`src/rtl/core/crc16fp_pkg.sv`:
```
// Shared types, constants and CRC-16/Modbus byte update for the frame parser.
`default_nettype none

package crc16fp_pkg;

  localparam logic [7:0]  START_BYTE = 8'hAA;
  localparam logic [15:0] CRC_INIT   = 16'hFFFF;
  localparam logic [15:0] CRC_POLY   = 16'hA001;
  localparam logic [15:0] MAX_LEN_RST = 16'd256;

  localparam logic [2:0] PH_HUNT  = 3'd0;
  localparam logic [2:0] PH_CMD   = 3'd1;
  localparam logic [2:0] PH_LENHI = 3'd2;
  localparam logic [2:0] PH_LENLO = 3'd3;
  localparam logic [2:0] PH_DATA  = 3'd4;
  localparam logic [2:0] PH_CRCLO = 3'd5;
  localparam logic [2:0] PH_CRCHI = 3'd6;

  localparam int RES_DATA_W = 48;
  localparam int RES_USER_W = 3;

  typedef struct packed {
    logic [15:0] frame_len;
    logic [7:0]  frame_cmd;
    logic [15:0] payload_index;
    logic [7:0]  payload_byte;
  } res_data_t;

  typedef struct packed {
    logic frame_fault;
    logic frame_ok;
    logic payload_valid;
  } res_user_t;

  function automatic logic [15:0] crc_byte(input logic [15:0] crc_in, input logic [7:0] b);
    logic [15:0] c;
    c = crc_in ^ {8'h00, b};
    for (int k = 0; k < 8; k++) begin
      if (c[0]) begin
        c = (c >> 1) ^ CRC_POLY;
      end else begin
        c = c >> 1;
      end
    end
    return c;
  endfunction

endpackage

`default_nettype wire

```
`src/rtl/core/crc16_frame_parser_top.sv`:
```
// Byte-serial frame parser with running CRC-16/Modbus check and skid-buffered output.
//
//   channel  dir  handshake             payload
//   in_      in   in_tvalid/in_tready   in_tdata: rx_byte
//   out_     out  out_tvalid/out_tready out_tdata/out_tuser: payload and frame verdict
//   cfg_     in   APB psel/penable      max_payload_len at byte address 0
//
// One beat per cycle while in_tready is high; each input beat yields one output beat.
// The parser state and the byte-wide CRC update sit between the accept edge
// and the output register; a skid register holds one beat while out_tready is low.
// Reset is synchronous: phase returns to hunting, CRC to 0xFFFF, limit to 256.
// in_tready drops only while the skid register is full.
`default_nettype none

module crc16_frame_parser_top import crc16fp_pkg::*; (
  input  wire logic        clk,
  input  wire logic        rst_n,
  input  wire logic        in_tvalid,
  output      logic        in_tready,
  input  wire logic [7:0]  in_tdata,    // [7:0] rx_byte
  output      logic        out_tvalid,
  input  wire logic        out_tready,
  output      logic [47:0] out_tdata,   // [7:0] payload_byte, [23:8] payload_index,
                                        // [31:24] frame_cmd, [47:32] frame_len
  output      logic [2:0]  out_tuser,   // [0] payload_valid, [1] frame_ok, [2] frame_fault
  input  wire logic        cfg_psel,
  input  wire logic        cfg_penable,
  input  wire logic        cfg_pwrite,
  input  wire logic [2:0]  cfg_paddr,
  input  wire logic [31:0] cfg_pwdata,
  output      logic [31:0] cfg_prdata,
  output      logic        cfg_pready
);

  logic [15:0] max_len_r;
  logic [2:0]  phase_r,   phase_nxt;
  logic [7:0]  cmd_r,     cmd_nxt;
  logic [15:0] len_r,     len_nxt;
  logic [15:0] count_r,   count_nxt;
  logic [7:0]  crc_lo_r,  crc_lo_nxt;
  logic [15:0] crc_r,     crc_nxt;

  res_data_t   res_data;
  res_user_t   res_user;

  res_data_t   out_data_r;
  res_user_t   out_user_r;
  logic        out_valid_r;
  res_data_t   skid_data_r;
  res_user_t   skid_user_r;
  logic        skid_valid_r;

  logic        in_fire;
  logic        cfg_wr;
  logic [15:0] crc_upd;
  logic [15:0] len_lo;
  logic [15:0] count_inc;

  assign in_tready  = !skid_valid_r;
  assign in_fire    = in_tvalid && in_tready;
  assign cfg_pready = 1'b1;
  assign cfg_wr     = cfg_psel && cfg_penable && cfg_pwrite && cfg_pready && !cfg_paddr[2];
  assign cfg_prdata = cfg_paddr[2] ? 32'd0 : {16'd0, max_len_r};

  assign crc_upd   = crc_byte(crc_r, in_tdata);
  assign len_lo    = {len_r[15:8], in_tdata};
  assign count_inc = count_r + 16'd1;

  always_comb begin
    phase_nxt  = phase_r;
    cmd_nxt    = cmd_r;
    len_nxt    = len_r;
    count_nxt  = count_r;
    crc_lo_nxt = crc_lo_r;
    crc_nxt    = crc_r;
    res_user   = '0;
    res_data.payload_byte  = 8'd0;
    res_data.payload_index = 16'd0;
    unique case (phase_r)
      PH_CMD: begin
        cmd_nxt   = in_tdata;
        crc_nxt   = crc_upd;
        phase_nxt = PH_LENHI;
      end
      PH_LENHI: begin
        len_nxt   = {in_tdata, 8'd0};
        crc_nxt   = crc_upd;
        phase_nxt = PH_LENLO;
      end
      PH_LENLO: begin
        len_nxt = len_lo;
        crc_nxt = crc_upd;
        priority if (len_lo == 16'd0) begin
          phase_nxt = PH_CRCLO;
        end else if (len_lo > max_len_r) begin
          res_user.frame_fault = 1'b1;
          phase_nxt = PH_HUNT;
        end else begin
          count_nxt = 16'd0;
          phase_nxt = PH_DATA;
        end
      end
      PH_DATA: begin
        res_user.payload_valid = 1'b1;
        res_data.payload_byte  = in_tdata;
        res_data.payload_index = count_r;
        crc_nxt   = crc_upd;
        count_nxt = count_inc;
        if (count_inc >= len_r) begin
          phase_nxt = PH_CRCLO;
        end
      end
      PH_CRCLO: begin
        crc_lo_nxt = in_tdata;
        phase_nxt  = PH_CRCHI;
      end
      PH_CRCHI: begin
        if ({in_tdata, crc_lo_r} == crc_r) begin
          res_user.frame_ok = 1'b1;
        end else begin
          res_user.frame_fault = 1'b1;
        end
        phase_nxt = PH_HUNT;
      end
      default: begin
        if (in_tdata == START_BYTE) begin
          crc_nxt   = CRC_INIT;
          phase_nxt = PH_CMD;
        end else begin
          phase_nxt = PH_HUNT;
        end
      end
    endcase
    res_data.frame_cmd = cmd_nxt;
    res_data.frame_len = len_nxt;
  end

  always_ff @(posedge clk) begin
    if (!rst_n) begin
      max_len_r <= MAX_LEN_RST;
    end else if (cfg_wr) begin
      max_len_r <= cfg_pwdata[15:0];
    end
  end

  always_ff @(posedge clk) begin
    if (!rst_n) begin
      phase_r  <= PH_HUNT;
      cmd_r    <= 8'd0;
      len_r    <= 16'd0;
      count_r  <= 16'd0;
      crc_lo_r <= 8'd0;
      crc_r    <= CRC_INIT;
    end else if (in_fire) begin
      phase_r  <= phase_nxt;
      cmd_r    <= cmd_nxt;
      len_r    <= len_nxt;
      count_r  <= count_nxt;
      crc_lo_r <= crc_lo_nxt;
      crc_r    <= crc_nxt;
    end
  end

  // advance the output register; park a new beat in the skid stage while stalled
  always_ff @(posedge clk) begin
    if (!rst_n) begin
      out_valid_r  <= 1'b0;
      skid_valid_r <= 1'b0;
    end else begin
      if (!out_valid_r || out_tready) begin
        if (skid_valid_r) begin
          out_valid_r  <= 1'b1;
          skid_valid_r <= 1'b0;
        end else begin
          out_valid_r <= in_fire;
        end
      end else if (in_fire) begin
        skid_valid_r <= 1'b1;
      end
    end
  end

  always_ff @(posedge clk) begin
    if (!out_valid_r || out_tready) begin
      if (skid_valid_r) begin
        out_data_r <= skid_data_r;
        out_user_r <= skid_user_r;
      end else if (in_fire) begin
        out_data_r <= res_data;
        out_user_r <= res_user;
      end
    end else if (in_fire) begin
      skid_data_r <= res_data;
      skid_user_r <= res_user;
    end
  end

  assign out_tvalid = out_valid_r;
  assign out_tdata  = out_data_r;
  assign out_tuser  = out_user_r;

endmodule

`default_nettype wire
```
`config.mk`:
```
export PLATFORM = sky130hd
export DESIGN_NAME = crc16_frame_parser_top
export DESIGN_NICKNAME = d
export VERILOG_FILES = /design/src/rtl/core/crc16fp_pkg.sv /design/src/rtl/core/crc16_frame_parser_top.sv
export SDC_FILE = /design/constraint.sdc
export NUM_CORES = 1
export LEC_CHECK = 0
export ABC_AREA = 1
export BUFFER_PORTS_ARGS = -buffer_cell sky130_fd_sc_hd__buf_2
export CAP_MARGIN = 20
export CORE_MARGIN = 4
export CORE_UTILIZATION = 52
export DETAILED_ROUTE_END_ITERATION = 8
export GPL_TIMING_DRIVEN = 0
export MAX_ROUTING_LAYER = met4
export PLACE_DENSITY_LB_ADDON = 0.15
export SYNTH_ARGS = -nofsm -noshare
export SYNTH_HDL_FRONTEND = slang
export SYNTH_SLANG_ARGS = --single-unit
```
`constraint.sdc`:
```
create_clock -name clk -period 3.7 [get_ports clk]
set_clock_uncertainty 0.1 [all_clocks]
set_input_delay 0.555 -clock clk [delete_from_list [all_inputs] [get_ports clk]]
set_output_delay 0.555 -clock clk [all_outputs]
set_load 0.05 [all_outputs]
```
==> flow_summary.json <==
{
  "status": "completed",
  "synthCells": 1091,
  "ir_worst_vdd_mv": 0.349,
  "clk_latency_ps": 430,
  "die_w_um": 141,
  "synth-edff-count": 102,
  "worst_path_max_delay_cell": "dfxtp_1",
  "holdCritPathClass": "input pin to flip-flop",
  "vias_per_cell": 5.16,
  "yosys.area.top_type": "edfxtp_1",
  "ios": 136,
  "power_density_nw_per_um2": 462,
  "grt_pass1_wl_um": 35500,
  "dpl_cell_area_um2": 10100,
  "yosys_warnings": 0,
  "start_util_pct": 53.1,
  "slew_viol_final": 0,
  "slowest_delay_ps": 410,
  "layout-area-overhead-vs-synth_pct": 15.9,
  "post_cts_resized": 0,
  "final_cell_mix": "nand2_1 (299), inv_1 (114), buf_2 (108)",
  "vias": 7555,
  "synth_area_per_cell_um2": 8.42,
  "hold_viol": 0,
  "arrival_ps": 3220,
  "crit_path_end_kind": "flip-flop",
  "ys_ff_latch": 187,
  "reg2regPathDepth": 16,
  "synth-seq-area-share_pct": 51.9,
  "p_leak_uw": 0.00482,
  "ys_async_sr_fraction_pct": 0,
  "cts_tree": "yes",
  "min_period_ps": 3000,
  "layout.nets": 1309,
  "hold-path-cell-count": 3,
  "hold_start": "cfg_pwdata[8]",
  "die_area_um2": 19900,
  "place.gp.congestion": 0.946,
  "drtAntennaViolNets": 0,
  "io_buffer_count": 99,
  "drc": 0,
  "ys.flop_type": "edfxtp_1",
  "dp_hpwl_um": 16500,
  "dpl.cell_count": 1432,
  "synth_area_leaders": "edfxtp_1 (33%), dfxtp_1 (19%), nand2_1 (12%)",
  "hold_path_end": "max_len_r[8]$_SDFFE_PN1P_",
  "synth_area_um2": 9190,
  "finalSetupViolCount": 0,
  "rows": 48,
  "grt_antenna_before_repair": 0,
  "final_common_cell": "nand2_1",
  "htree_levels": 4,
  "first_pass_iters": 5,
  "max_freq_mhz": 333,
  "tightestPinTransition_ps": 717,
  "grt_overflow": 0,
  "final_cell_count_no_fill": 1464,
  "drv_cap": 0,
  "synth_top_area_share_pct": 33.3,
  "track_usage_pct": 23.1,
  "path_class": "flip-flop to flip-flop",
  "slew_headroom_pct": 52.1,
  "wirelength_um": 22100,
  "die_h_um": 141,
  "ys_types": 36,
  "ff2ff_setup_slack_ps": 700,
  "clockBufferDepth": 2,
  "path_clk_slew_ps": 70,
  "clk_root_buffer_cell": "clkbuf_16",
  "grt_pass1_vias": 6958,
  "r2r-end": "phase_r[2]$_SDFFE_PN0P_",
  "setup_slack_ps": 699,
  "n_antenna_cell": 0,
  "worstReg2RegStart": "count_r[0]$_SDFFE_PN0P_",
  "cts_setup_buffers": 0,
  "drive_gt1_share_pct": 15.3,
  "rsz0062_at_grt": "no",
  "cts_made_buffers": 17,
  "clkSinkCount": 187,
  "cp_cell_sequence": "ha_1 -> nand3_1 -> nor2_2 -> nand4_1 -> nor2_2 -> nand3_1 -> nand2_1 -> nand2_1 -> ha_1 -> nand4_1 -> nor2_1 -> nand3_1 -> nand4_1 -> nand2_1 -> o21ai_0 -> nor2_1",
  "worstPathRequired_ps": 3920,
  "dp_slack_ps": 712,
  "core-area_um2": 17300,
  "utilization_pct": 61.5,
  "cts_hold_buffers": 0,
  "first_iter_violations": 535,
  "worstPathMaxFanout": 4,
  "stdcell_area_um2": 10600,
  "wl_per_cell_um": 15.1,
  "power.total_uw": 4920,
  "period_share_pct": 81.1,
  "startpoint_type": "flip-flop",
  "grt_max_degree": 31
}
==> where the power goes <==
group          switching [µW]  internal, µW  total (µW)
clock network             828           944        1770
registers                42.2          2310        2350
logic                     598           205         803
total                    1470          3450        4920
==> worst max-delay path: cells and delay by family, from the launching register on <==
| family | cells | cell delay (ps) |
|---|---|---|
| adder cells (fa/ha/maj) | 2 | 530 |
| flip-flops | 1 | 410 |
| AO/OA/AOI/OAI | 1 | 190 |
| AND/OR/NAND/NOR | 13 | 1670 |
==> metrics by stage <==
stage	setup TNS [ps]	hold WS, ps
after global routing	0	270
final	0	254
after global placement	-37780	383
after CTS	0	243
after floorplan	0	348
after detailed placement	0	378
==> Yosys cell counts, drive strengths merged (14+ instances only) <==
library cell	instances
o21ai	84
nand4	29
clkbuf	28
ha	33
nor2	90
buf	31
nand3	32
inv	126
nand2	302
edfxtp	102
o22ai	14
a21oi	79
dfxtp	85
xnor2	20
xor2	15
==> routing by layer <==
layer / vias to the layer above / global-route usage (%) / routed length [µm]
met5: - / - / 0
met3: 24 / 4.00 / 1270
li1: 3820 / - / -
met1: 3466 / 30.9 / 10100
met4: 0 / 6.99 / 301
met2: 245 / 36.2 / 10400
==> layout make-up <==
| cell class | count | area [µm²] |
|---|---|---|
| plain buffers | 59 | 312 |
| flip-flops and latches | 187 | 4760 |
| clock inverters | 14 | 139 |
| fillers | 1533 | 6650 |
| well taps | 225 | 282 |
| clock buffers | 18 | 429 |
| repair buffers | 101 | 536 |
| multi-input cells | 732 | 3700 |
| inverters | 128 | 480 |
==> kinds of logic after synthesis <==
group	Yosys count	share of synthesized area, %
fa+ha+maj	33	4.49
xor+xnor	35	3.34
flops	187	51.9
simple gates	466	21.4
other cells	2	0.0817
compound gates	181	10.2
buf+inv	187	8.62
==> worst max-delay path by stage <==
stage / from / end / slack (ps) / depth (start not counted)
2_1_floorplan: out_tvalid$_SDFFE_PN0P_ / out_tdata[0]$_DFFE_PP_ / 370 / 3
3_3_place_gp: in_tvalid / out_tdata[43]$_DFFE_PP_ / -570 / 3
3_5_place_dp: count_r[0]$_SDFFE_PN0P_ / phase_r[2]$_SDFFE_PN0P_ / 710 / 16
4_1_cts: count_r[0]$_SDFFE_PN0P_ / phase_r[2]$_SDFFE_PN0P_ / 690 / 16
5_1_grt: count_r[0]$_SDFFE_PN0P_ / phase_r[0]$_SDFFE_PN0P_ / 320 / 15
6_report: count_r[0]$_SDFFE_PN0P_ / phase_r[2]$_SDFFE_PN0P_ / 700 / 16
==> flip-flops by register name, summed over array words and instances, names as in the netlist <==
name,count
out_tvalid,1
cmd_r,8
out_tdata,48
crc_r,16
out_tuser,3
phase_r,3
skid_user_r,3
count_r,16
max_len_r,16
skid_data_r,48
crc_lo_r,8
len_r,16
skid_valid_r,1
Note: power is estimated with default switching activity, not from simulation.
